File: config.mk
export PLATFORM = sky130hd
export DESIGN_NAME = spv_cfg
export DESIGN_NICKNAME = d
export VERILOG_FILES = /design/src/design/spv_pkg.sv /design/src/design/spv_cfg.sv
export SDC_FILE = /design/constraint.sdc
export NUM_CORES = 1
export LEC_CHECK = 0
export ABC_AREA = 1
export BUFFER_PORTS_ARGS = -buffer_cell sky130_fd_sc_hd__buf_2
export CORE_MARGIN = 4
export CORE_UTILIZATION = 39
export CTS_CLUSTER_SIZE = 28
export DETAILED_ROUTE_END_ITERATION = 12
export PLACE_DENSITY = 0.8
export SLEW_MARGIN = 30
export SYNTH_ARGS = -nofsm -noshare
export SYNTH_HDL_FRONTEND = slang
export SYNTH_SLANG_ARGS = --single-unit
File: constraint.sdc
create_clock -name clk_i -period 1 [get_ports clk_i]
set_input_delay 0.1 -clock clk_i [delete_from_list [all_inputs] [get_ports clk_i]]
set_output_delay 0.1 -clock clk_i [all_outputs]
set_load 0.01 [all_outputs]
File: src/design/spv_pkg.sv
package spv_pkg;

  // Fixed sizes of the block
  localparam int MAX_POINTS   = 32;
  localparam int PHASE_BITS   = 16;
  localparam int COORD_BITS   = 16;
  localparam int CNT_W        = 6;                  // point count register width
  localparam int K_W          = 6;                  // half-step index, 0..2N-1
  localparam int DIV_W        = K_W + PHASE_BITS;   // dividend width
  localparam int DVS_W        = CNT_W + 1;          // divisor 2N
  localparam int CORDIC_ITERS = 24;
  localparam int IT_W         = 5;
  localparam int XY_W         = 33;                 // Q30 rotation vector
  localparam int Z_W          = 32;                 // residual angle, 2^-32 turn
  localparam int RATIO_W      = 16;
  localparam int AXIS_W       = 15;
  localparam int FACT_W       = RATIO_W + AXIS_W;   // radius factor, Q15
  localparam int PROD_W       = 64;
  localparam int FRAC         = 46;
  localparam logic [XY_W-1:0] CORDIC_ONE = XY_W'(652032874);

  // Register map
  localparam int PADDR_W = 4;
  localparam logic [1:0] REG_POINT_COUNT = 2'd0;
  localparam logic [1:0] REG_STAR_MODE   = 2'd1;
  localparam logic [1:0] REG_INNER_RATIO = 2'd2;

  typedef struct packed {
    logic [CNT_W-1:0]   point_count;
    logic               star_mode;
    logic [RATIO_W-1:0] inner_ratio;
  } cfg_t;

  typedef enum logic [2:0] {
    ST_IDLE,
    ST_INIT,
    ST_DIV,
    ST_PREP,
    ST_ROT,
    ST_MUL,
    ST_EMIT
  } state_e;

  // Controller to datapath
  typedef struct packed {
    logic             item_load;
    logic             div_init;
    logic             div_step;
    logic             rot_init;
    logic             rot_step;
    logic             mul_en;
    logic             out_load;
    logic             last;
    logic [K_W-1:0]   k;
    logic [CNT_W-1:0] n;
    logic [IT_W-1:0]  iter;
  } cmd_t;

  // Datapath to controller
  typedef struct packed {
    logic slot_free;
  } stat_t;

  // Arctangent of 2^-i in 2^-32 turn units
  function automatic logic [Z_W-1:0] atan_lut(logic [IT_W-1:0] i);
    logic [Z_W-1:0] v;
    case (i)
      5'd0:  v = 32'h20000000;
      5'd1:  v = 32'h12E4051E;
      5'd2:  v = 32'h09FB385B;
      5'd3:  v = 32'h051111D4;
      5'd4:  v = 32'h028B0D43;
      5'd5:  v = 32'h0145D7E1;
      5'd6:  v = 32'h00A2F61E;
      5'd7:  v = 32'h00517C55;
      5'd8:  v = 32'h0028BE53;
      5'd9:  v = 32'h00145F2F;
      5'd10: v = 32'h000A2F98;
      5'd11: v = 32'h000517CC;
      5'd12: v = 32'h00028BE6;
      5'd13: v = 32'h000145F3;
      5'd14: v = 32'h0000A2FA;
      5'd15: v = 32'h0000517D;
      5'd16: v = 32'h000028BE;
      5'd17: v = 32'h0000145F;
      5'd18: v = 32'h00000A30;
      5'd19: v = 32'h00000518;
      5'd20: v = 32'h0000028C;
      5'd21: v = 32'h00000146;
      5'd22: v = 32'h000000A3;
      5'd23: v = 32'h00000051;
      default: v = '0;
    endcase
    return v;
  endfunction

endpackage

File: src/design/spv_cfg.sv
module spv_cfg
  import spv_pkg::*;
(
  input  logic               clk_i,
  input  logic               rst_ni,
  input  logic               psel,
  input  logic               penable,
  input  logic               pwrite,
  input  logic [PADDR_W-1:0] paddr,
  input  logic [31:0]        pwdata,
  output logic [31:0]        prdata,
  output logic               pready,
  output cfg_t               cfg_o
);

  cfg_t cfg_q, cfg_d;
  logic wr;

  assign pready = 1'b1;
  assign wr     = psel & penable & pwrite;

  // Register write decode
  always_comb begin
    cfg_d = cfg_q;
    if (wr) begin
      unique case (paddr[3:2])
        REG_POINT_COUNT: cfg_d.point_count = pwdata[CNT_W-1:0];
        REG_STAR_MODE:   cfg_d.star_mode   = pwdata[0];
        REG_INNER_RATIO: cfg_d.inner_ratio = pwdata[RATIO_W-1:0];
        default: ;
      endcase
    end
  end

  always_ff @(posedge clk_i or negedge rst_ni) begin
    if (!rst_ni) begin
      cfg_q.point_count <= CNT_W'(5);
      cfg_q.star_mode   <= 1'b1;
      cfg_q.inner_ratio <= RATIO_W'(16384);
    end else begin
      cfg_q <= cfg_d;
    end
  end

  // Read back
  always_comb begin
    unique case (paddr[3:2])
      REG_POINT_COUNT: prdata = 32'(cfg_q.point_count);
      REG_STAR_MODE:   prdata = 32'(cfg_q.star_mode);
      REG_INNER_RATIO: prdata = 32'(cfg_q.inner_ratio);
      default:         prdata = '0;
    endcase
  end

  assign cfg_o = cfg_q;

endmodule

==> key figures <==
Timing
  • # setup viols final: 22
  • Final hold vios: 0
  • Max-slew violations: 0
  • FMAX: 808 MHz
  • Unrepaired setup endpoints after global routing: true
  • Final period util: 1.24
  • WHS: 15.5 ps
  • Tmin final: 1240 ps
  • Final worst slack: -238 ps
  • Clock skew: 0 ps
  • Worst slew pin tran: 507 ps
  • Worst slew margin: 0.662

Worst setup path
  • Crit start category: flip-flop
  • Crit-path max FO: 3
  • Worst EP arrival: 1140 ps
  • CP required: 900 ps
  • FF-to-FF Start: cfg_o[17]$_DFFE_PN1P_
  • Crit path kind: reg -> out
  • CP Launch Point: cfg_o[14]$_DFFE_PN1P_
  • CP endpoint kind: output port

Cells and area
  • Layout area overhead: 56.0%
  • Final instance area: 1920 um2
  • ANT cells: 0
  • Share of cells above drive strength 1: 0.366
  • Commonest cells after routing, fill and taps aside: nand2_1, buf_2, dfrtp_1, conb_1
  • Max FFs per register: 23
  • Leading cell type in the layout, fill and taps excluded: nand2_1
  • Final cell count without fillers: 309
  • # fillers: 284
  • NumNets Final: 307

Pwr
  • Lkg Pwr: 0.00117 uW
  • Maximum vdd drop: 0.766 mV
  • PwrDens: 1480 nW/um2

Synthesis
  • Largest family of logic cells by synthesized area: simple AND/OR/NAND/NOR gates
  • Post-synthesis register bit count: 23
  • Synthesized area per cell: 7.27 um2
  • Yosys warning count: 0
  • Syn Inst Count: 169
  • Sequential fraction of the synthesis area: 0.473
  • Post-synthesis compound-gate area fraction: 0
  • Post-Synth Adder-Cell Area: 0
  • Yosys cell types: 15
  • Mux share of post-synthesis cell area: 0
  • Post-Synth XOR/XNOR Area: 0
  • Simple-gate portion of the synthesized area: 0.355
  • Post-Synthesis Cell Area: 1230 um2

Die
  • Core footprint: 3030 um2
  • Ports: 97
  • Chip Width: 64.1 um
  • Core Rows: 20
  • Initial core utilization: 0.406
  • Die ar.: 4110 um2
  • Die Span Y: 64.1 um

Routing
  • 1st-iter DRT viols: 29
  • DRT Pass-1 Iters: 4
  • Drt total wl: 3.50 mm
  • DR vias: 1,300
  • Routed Antenna Nets: 0
  • Drt drc: 0
  • Drt via density: 4.21
  • WL/cell: 11.3 um

Run status
  • Failing checks: negative setup slack
  • Status: finished, violations left

Clock tree
  • Clock buffer depth: 2
  • Num CTS Buffers: 3
  • CTS Root Cell: clkbuf_4
  • CTS tree: built
  • Worst skew pair latency: 300 ps
  • CTS sink cnt: 23
  • Clock slew at reported path FFs: 130 ps
  • H-tree levels: 1

GRT
  • Overall Global Routing Usage: 0.164
  • Initial antenna violation count: 0
  • Largest net degree at the start of global routing: 24
  • Global-route wire length before repair: 5.30 mm
  • Vias in the first global route: 1,103
  • GRT Residual Overflow: 0

Place
  • Post-DP HPWL: 2.22 mm
  • Place WS: 14.0 ps
  • Placed insts: 276
  • GP Congestion: 0.734
  • Port buffer count: 61
  • Cell Area, Placed: 1550 um2

Worst hold path
  • Tightest Hold Check Type: in -> reg
  • Hold path startpoint: pwdata[0]

Job
  • Max_cap viols: 0
power breakdown:
group / switching (uW) / internal [uW] / total (uW)
combinational: 528 / 591 / 1120
sequential: 146 / 1140 / 1290
clock: 284 / 149 / 433
path summary, 6_finish.rpt:
path                                         endpoint  slack, ps  cells after the start
worst min register to register  cfg_o[14]$_DFFE_PN1P_        490                      2
worst max-delay path                       prdata[14]       -240                      3
worst max register to register  cfg_o[17]$_DFFE_PN1P_        100                      4
min in group asynchronous        cfg_o[1]$_DFFE_PN0P_        290                      2
max in group asynchronous       cfg_o[17]$_DFFE_PN1P_        340                      2
worst min-delay path            cfg_o[17]$_DFFE_PN1P_         20                      3
cells in the mapped netlist:
| cell type | number | area [um2] |
|---|---|---|
| conb_1 | 2 | 7.51 |
| dfrtp_1 | 19 | 475 |
| nor2_2 | 1 | 6.26 |
| buf_6 | 1 | 11.3 |
| nor2_4 | 1 | 11.3 |
| inv_2 | 1 | 3.75 |
| buf_4 | 18 | 135 |
| nand2_2 | 1 | 6.26 |
| nor2_1 | 13 | 48.8 |
| buf_2 | 1 | 5.00 |
| dfstp_2 | 4 | 105 |
| inv_1 | 13 | 48.8 |
| nand2_4 | 1 | 11.3 |
| nand3_1 | 3 | 15.0 |
| nand2_1 | 90 | 338 |
per-stage QoR:
step                       util  TNS (ps)  total power (uW)
after detailed placement  0.511         0              2070
after CTS                 0.589     -1980              2630
final                     0.633     -2180              2840
after global placement    0.511         0              2050
after global routing      0.633     -3930              3040
after floorplan               -         0              1740
critical path, cell delays in order, from the launching register on:
cell and delay [ps]:
dfstp_2 570, inv_2 40, nor2_1 80, buf_2 140
timing repair:
| action | in CTS | in global routing |
|---|---|---|
| resized for setup | 3 | 14 |
| pin swaps | 19 | 5 |
| hold buffers | 16 | 0 |
| setup endpoints to repair | 20 | 36 |
| hold endpoints to repair | 37 | 0 |
| setup buffers | 4 | 9 |
final cells by class:
cell class / instances / area [um2] / area share
Inverter: 14 / 52.6 / 0.0274
Sequential cell: 23 / 581 / 0.303
Clock buffer: 3 / 22.5 / 0.0117
Clock inverter: 1 / 5.00 / 0.00261
Tap cell: 44 / 55.1 / 0.0287
Timing Repair Buffer: 97 / 693 / 0.362
Multi-Input combinational cell: 127 / 508 / 0.265
layer usage:
layer	vias to the layer above	part of all wire	track usage
li1	652	-	-
met1	582	0.40	0.208
met2	60	0.51	0.284
met3	6	0.076	0.0351
met4	0	0.0089	0.0396
met5	-	0	0
kinds of logic after synthesis:
family                 count (synthesis)
flip-flops                            23
buffers and inverters                 34
other                                  2
AND/OR/NAND/NOR                      110
No activity file was read; power rests on OpenSTA's default activity.
