## src/design/spv_pkg.sv

```systemverilog
package spv_pkg;

  // Fixed sizes of the block
  localparam int MAX_POINTS   = 32;
  localparam int PHASE_BITS   = 16;
  localparam int COORD_BITS   = 16;
  localparam int CNT_W        = 6;                  // point count register width
  localparam int K_W          = 6;                  // half-step index, 0..2N-1
  localparam int DIV_W        = K_W + PHASE_BITS;   // dividend width
  localparam int DVS_W        = CNT_W + 1;          // divisor 2N
  localparam int CORDIC_ITERS = 24;
  localparam int IT_W         = 5;
  localparam int XY_W         = 33;                 // Q30 rotation vector
  localparam int Z_W          = 32;                 // residual angle, 2^-32 turn
  localparam int RATIO_W      = 16;
  localparam int AXIS_W       = 15;
  localparam int FACT_W       = RATIO_W + AXIS_W;   // radius factor, Q15
  localparam int PROD_W       = 64;
  localparam int FRAC         = 46;
  localparam logic [XY_W-1:0] CORDIC_ONE = XY_W'(652032874);

  // Register map
  localparam int PADDR_W = 4;
  localparam logic [1:0] REG_POINT_COUNT = 2'd0;
  localparam logic [1:0] REG_STAR_MODE   = 2'd1;
  localparam logic [1:0] REG_INNER_RATIO = 2'd2;

  typedef struct packed {
    logic [CNT_W-1:0]   point_count;
    logic               star_mode;
    logic [RATIO_W-1:0] inner_ratio;
  } cfg_t;

  typedef enum logic [2:0] {
    ST_IDLE,
    ST_INIT,
    ST_DIV,
    ST_PREP,
    ST_ROT,
    ST_MUL,
    ST_EMIT
  } state_e;

  // Controller to datapath
  typedef struct packed {
    logic             item_load;
    logic             div_init;
    logic             div_step;
    logic             rot_init;
    logic             rot_step;
    logic             mul_en;
    logic             out_load;
    logic             last;
    logic [K_W-1:0]   k;
    logic [CNT_W-1:0] n;
    logic [IT_W-1:0]  iter;
  } cmd_t;

  // Datapath to controller
  typedef struct packed {
    logic slot_free;
  } stat_t;

  // Arctangent of 2^-i in 2^-32 turn units
  function automatic logic [Z_W-1:0] atan_lut(logic [IT_W-1:0] i);
    logic [Z_W-1:0] v;
    case (i)
      5'd0:  v = 32'h20000000;
      5'd1:  v = 32'h12E4051E;
      5'd2:  v = 32'h09FB385B;
      5'd3:  v = 32'h051111D4;
      5'd4:  v = 32'h028B0D43;
      5'd5:  v = 32'h0145D7E1;
      5'd6:  v = 32'h00A2F61E;
      5'd7:  v = 32'h00517C55;
      5'd8:  v = 32'h0028BE53;
      5'd9:  v = 32'h00145F2F;
      5'd10: v = 32'h000A2F98;
      5'd11: v = 32'h000517CC;
      5'd12: v = 32'h00028BE6;
      5'd13: v = 32'h000145F3;
      5'd14: v = 32'h0000A2FA;
      5'd15: v = 32'h0000517D;
      5'd16: v = 32'h000028BE;
      5'd17: v = 32'h0000145F;
      5'd18: v = 32'h00000A30;
      5'd19: v = 32'h00000518;
      5'd20: v = 32'h0000028C;
      5'd21: v = 32'h00000146;
      5'd22: v = 32'h000000A3;
      5'd23: v = 32'h00000051;
      default: v = '0;
    endcase
    return v;
  endfunction

endpackage

```

## src/design/spv_ctrl.sv

```systemverilog
module spv_ctrl
  import spv_pkg::*;
(
  input  logic  clk_i,
  input  logic  rst_ni,
  input  cfg_t  cfg_i,
  input  logic  in_valid_i,
  output logic  in_stall_o,
  input  stat_t stat_i,
  output cmd_t  cmd_o
);

  state_e          state_q, state_d;
  logic [IT_W-1:0] cnt_q, cnt_d;
  logic [K_W-1:0]  k_q, k_d;
  logic [CNT_W-1:0] n_eff;
  logic [K_W:0]    k_next;
  logic            last;
  logic            accept;

  // Clamp the point count to 3..MAX_POINTS
  always_comb begin
    if (cfg_i.point_count < CNT_W'(3))               n_eff = CNT_W'(3);
    else if (cfg_i.point_count > CNT_W'(MAX_POINTS)) n_eff = CNT_W'(MAX_POINTS);
    else                                             n_eff = cfg_i.point_count;
  end

  assign in_stall_o = (state_q != ST_IDLE);
  assign accept     = in_valid_i & ~in_stall_o;
  assign k_next     = {1'b0, k_q} + (cfg_i.star_mode ? (K_W+1)'(1) : (K_W+1)'(2));
  assign last       = (k_next == {n_eff, 1'b0});

  // Next state
  always_comb begin
    state_d = state_q;
    cnt_d   = cnt_q;
    k_d     = k_q;
    unique case (state_q)
      ST_IDLE: if (accept) begin
        state_d = ST_INIT;
        k_d     = '0;
      end
      ST_INIT: begin
        state_d = ST_DIV;
        cnt_d   = '0;
      end
      ST_DIV: begin
        cnt_d = cnt_q + IT_W'(1);
        if (cnt_q == IT_W'(DIV_W - 1)) state_d = ST_PREP;
      end
      ST_PREP: begin
        state_d = ST_ROT;
        cnt_d   = '0;
      end
      ST_ROT: begin
        cnt_d = cnt_q + IT_W'(1);
        if (cnt_q == IT_W'(CORDIC_ITERS - 1)) state_d = ST_MUL;
      end
      ST_MUL: state_d = ST_EMIT;
      ST_EMIT: if (stat_i.slot_free) begin
        k_d     = k_next[K_W-1:0];
        state_d = last ? ST_IDLE : ST_INIT;
      end
      default: state_d = ST_IDLE;
    endcase
  end

  // Commands
  always_comb begin
    cmd_o           = '0;
    cmd_o.k         = k_q;
    cmd_o.n         = n_eff;
    cmd_o.iter      = cnt_q;
    cmd_o.last      = last;
    cmd_o.item_load = accept;
    unique case (state_q)
      ST_INIT: cmd_o.div_init = 1'b1;
      ST_DIV:  cmd_o.div_step = 1'b1;
      ST_PREP: cmd_o.rot_init = 1'b1;
      ST_ROT:  cmd_o.rot_step = 1'b1;
      ST_MUL:  cmd_o.mul_en   = 1'b1;
      ST_EMIT: cmd_o.out_load = stat_i.slot_free;
      default: ;
    endcase
  end

  always_ff @(posedge clk_i or negedge rst_ni) begin
    if (!rst_ni) begin
      state_q <= ST_IDLE;
      cnt_q   <= '0;
      k_q     <= '0;
    end else begin
      state_q <= state_d;
      cnt_q   <= cnt_d;
      k_q     <= k_d;
    end
  end

endmodule

```

## config.mk

```make
export PLATFORM = sky130hd
export DESIGN_NAME = spv_ctrl
export DESIGN_NICKNAME = d
export VERILOG_FILES = /design/src/design/spv_pkg.sv /design/src/design/spv_ctrl.sv
export SDC_FILE = /design/constraint.sdc
export NUM_CORES = 1
export LEC_CHECK = 0
export BUFFER_PORTS_ARGS = -buffer_cell sky130_fd_sc_hd__buf_2
export CORE_ASPECT_RATIO = 1.25
export CORE_MARGIN = 1
export CORE_UTILIZATION = 35
export DETAILED_ROUTE_END_ITERATION = 6
export GPL_TIMING_DRIVEN = 0
export PLACE_DENSITY = 0.67
export SYNTH_ARGS = -nofsm -noshare
export SYNTH_HDL_FRONTEND = slang
export SYNTH_SLANG_ARGS = --single-unit
```

## constraint.sdc

```tcl
create_clock -name clk_i -period 2.08 [get_ports clk_i]
set_input_delay 0.208 -clock clk_i [delete_from_list [all_inputs] [get_ports clk_i]]
set_output_delay 0.208 -clock clk_i [all_outputs]
set_load 0.005 [all_outputs]
```

==> reports/summary.json <==
{
  "outcome": {
    "run_status": "complete, but fails checks",
    "failed_checks": "negative setup slack"
  },
  "place": {
    "dp_slack_ns": -0.205,
    "place_congestion": 0.836,
    "placement.cell_area_um2": 1330,
    "hpwlAfterDp_mm": 2.04,
    "port_buffers": 36
  },
  "power_and_ir_drop": {
    "power-per-cell-area_nw_per_um2": 1030,
    "vdd.ir_drop.worst_uv": 601,
    "design_power_total_mw": 1.48,
    "p_leak_nw": 0.773
  },
  "logic_synthesis": {
    "netlist_instances": 127,
    "ys_seq_elements": 14,
    "synth-seq-area-share": 0.317,
    "synth_top_cells_by_area": "sky130_fd_sc_hd__dfrtp_1, sky130_fd_sc_hd__o21ai_0, sky130_fd_sc_hd__ha_1, sky130_fd_sc_hd__xor2_1, sky130_fd_sc_hd__nand2_1",
    "netlist.top_cell.by_area": "sky130_fd_sc_hd__dfrtp_1",
    "mappedNetlistArea_um2": 1100,
    "synth_edf_count": 0,
    "yosys.cell_count.top_type": "sky130_fd_sc_hd__dfrtp_1",
    "syn_nets": 159,
    "synth_ff_type": "sky130_fd_sc_hd__dfrtp_1",
    "ys_async_sr_fraction": 1.00,
    "synthDistinctLibCells": 38,
    "post-synth-top-area-fraction": 0.317,
    "yosysWarnings": 0,
    "avgSynthCellArea_um2": 8.70,
    "synthTopCellsByCount": "sky130_fd_sc_hd__dfrtp_1, sky130_fd_sc_hd__o21ai_0, sky130_fd_sc_hd__nand2_1, sky130_fd_sc_hd__nor2_1, sky130_fd_sc_hd__inv_1"
  },
  "setup_path": {
    "required_ns": 1.87,
    "timing.critical_path.from": "k_q[0]$_DFFE_PN0P_",
    "worst_setup_path_end_kind": "primary output",
    "crit_path_end": "cmd_o[17]",
    "timing.critical_path.arrival_ns": 2.19,
    "worstRegToRegCells": 8,
    "category_of_the_most_critical_setup_path": "flip-flop to primary output",
    "peak_fanout_along_the_critical_path": 4,
    "r2r-end": "state_q[0]$_DFFE_PN0P_",
    "worst_reg2reg_startpoint": "k_q[0]$_DFFE_PN0P_",
    "timing.reg2reg.setup_slack_ns": 0.08,
    "cp-start-kind": "flip-flop"
  },
  "global_route": {
    "grt_remaining_overflow": 0,
    "first_global_vias": 1000,
    "grt_pass1_wl_mm": 4.40,
    "globalRouteTotalUtil": 0.172,
    "grt_antenna_before_repair": 0,
    "grt_max_degree": 15
  },
  "sta": {
    "fin_hold_ws_ns": 0.283,
    "fmax_mhz": 417,
    "worst-slew-pin-transition_ns": 0.407,
    "timing.clock.skew_ns": 0.00208,
    "slew_headroom": 0.728,
    "setup-tns-final_ns": -0.317,
    "finalWorstSetupSlack_ns": -0.317,
    "finalWorstPathRequiredPeriod_ns": 2.40,
    "final.period_utilization": 1.15,
    "grt_setup_unrepaired": "yes",
    "report.final.hold_viol_count": 0,
    "finalSetupViolations": 1,
    "report.final.slew_viol_count": 0
  },
  "final_layout": {
    "antenna-diode-count": 0,
    "layout-drive-gt1-share": 0.368,
    "nNetsFinal": 205,
    "post-route-cell-area_um2": 1440,
    "filler_cell_count": 295,
    "multi_input_gate_area_um2": 733,
    "area.sequential_um2": 350,
    "flow.area_growth_from_synthesis_pct": 30.5
  },
  "clock_tree": {
    "tritoncts.num_buffers": 3,
    "htree_num_levels": 1,
    "worst_setup_hold_path_clk_slew_ns": 0.08,
    "clock_tree_from_tritoncts": "done",
    "clk-insertion-delay-late_ns": 0.28,
    "ctsRootBufferMaster": "sky130_fd_sc_hd__clkbuf_4",
    "cts.sinks": 14,
    "clock_path_buffers": 2
  },
  "route": {
    "drt_drc_violations_left": 0,
    "ant_nets": 0,
    "route.vias.total": 1072,
    "drt-total-wl_mm": 2.67,
    "drtPass1Iterations": 4,
    "post_drt_via_cell_ratio": 5.18,
    "detail_route.wl_per_cell_um": 12.9,
    "first_iter_violations": 18
  },
  "floorplan": {
    "die_outline_width_um": 52.3,
    "std_cell_rows": 22,
    "core_um2": 2970,
    "area_enclosed_by_the_die_boundary_um2": 3390,
    "fp.dieH_um": 64.8,
    "starting_density_of_the_core": 0.372,
    "floorplan.io_pins": 53
  },
  "min_path": {
    "hp-class": "primary input to flip-flop"
  },
  "run": {
    "max_cap_viols": 0
  }
}
-- sequential cells by signal, summed over array words and instances, names as in the netlist --
signal and flops:
k_q 6, state_q 3, cnt_q 5
-- stage by stage --
step | util | std cells
detailed placement | 0.448 | 199
CTS | 0.480 | 205
finish | 0.485 | 207
global placement | 0.448 | 199
global route | 0.485 | 207
floorplan | - | 127
-- cell usage in the layout, fill, tap and decap left out, types with 3 or more instances in the layout --
| master | instances |
|---|---|
| sky130_fd_sc_hd__xnor2_1 | 4 |
| sky130_fd_sc_hd__nand3_1 | 4 |
| sky130_fd_sc_hd__o21ai_0 | 12 |
| sky130_fd_sc_hd__and2_1 | 3 |
| sky130_fd_sc_hd__nor3_1 | 4 |
| sky130_fd_sc_hd__clkbuf_4 | 3 |
| sky130_fd_sc_hd__dfrtp_1 | 14 |
| sky130_fd_sc_hd__buf_2 | 38 |
| sky130_fd_sc_hd__inv_1 | 7 |
| sky130_fd_sc_hd__buf_4 | 6 |
| sky130_fd_sc_hd__nand2b_1 | 3 |
| sky130_fd_sc_hd__a21oi_1 | 4 |
| sky130_fd_sc_hd__ha_1 | 3 |
| sky130_fd_sc_hd__xor2_1 | 4 |
| sky130_fd_sc_hd__nor2_1 | 10 |
| sky130_fd_sc_hd__nand2_1 | 10 |
| sky130_fd_sc_hd__nor2b_1 | 5 |
| sky130_fd_sc_hd__mux2i_1 | 3 |
-- power breakdown --
part | total, mW | leakage (nW) | internal (mW) | switching [mW]
clock network | 0.149 | 0.0138 | 0.0672 | 0.0817
logic | 0.881 | 0.574 | 0.412 | 0.469
registers | 0.454 | 0.185 | 0.357 | 0.0964
total | 1.48 | 0.773 | 0.836 | 0.647
-- repair_timing --
| item | CTS | global route |
|---|---|---|
| pin swaps | 4 | 4 |
| gates resized for setup | 8 | 0 |
| setup buffers | 3 | 2 |
| endpoints found under the setup margin | 1 | 2 |
| hold buffers | 1 | 0 |
| hold endpoints to repair | 14 | 0 |
-- layer usage --
metal  GRT usage  wire length (um)  vias to the layer above
met4      0.0724                38                        0
met1       0.201              1090                      504
met2       0.311              1420                       38
met5           0                 0                        -
met3      0.0141               126                        5
li1            -                 -                      525
-- how the worst min path moves through the flow --
stage / start / end / slack [ns] / cells past startpoint
detailed placement: rst_ni / cnt_q[1]$_DFFE_PN0P_ / 0.13 / 1
CTS: stat_i / state_q[1]$_DFFE_PN0P_ / 0.27 / 4
global placement: rst_ni / cnt_q[3]$_DFFE_PN0P_ / 0.12 / 1
floorplan: rst_ni / cnt_q[0]$_DFFE_PN0P_ / -0.09 / 0
global route: stat_i / state_q[1]$_DFFE_PN0P_ / 0.33 / 4
finish: stat_i / state_q[1]$_DFFE_PN0P_ / 0.28 / 4
-- final cells by class --
class,instances,area share
tap,36,0.0313
clock buffer,3,0.0156
inverter,7,0.0182
buffer,6,0.0208
multi-input combinational,99,0.509
sequential,14,0.243
timing repair buffer,42,0.162
-- worst max-delay path, stage by stage, from the launching register on --
cell and delay (ns):
sky130_fd_sc_hd__dfrtp_1 0.39, sky130_fd_sc_hd__ha_2 0.19, sky130_fd_sc_hd__fa_2 0.39, sky130_fd_sc_hd__nand3_4 0.14, sky130_fd_sc_hd__mux2_4 0.18, sky130_fd_sc_hd__nand3b_4 0.08
sky130_fd_sc_hd__a211oi_4 0.28, sky130_fd_sc_hd__and2_4 0.18, sky130_fd_sc_hd__buf_6 0.08
-- kinds of logic (layout without fill, tap and decap cells) --
logic type / count (synthesis) / in the layout / synth area share
muxes: 4 / 4 / 0.0408
buffers and inverters: 14 / 58 / 0.0578
and+or+nand+nor: 48 / 48 / 0.237
AOI/OAI and AO/OA: 32 / 32 / 0.198
DFF: 14 / 14 / 0.317
xor gates and xnor gates: 10 / 10 / 0.0861
adders and majority gates: 5 / 5 / 0.0634
Power figures use the tool's default switching activity.
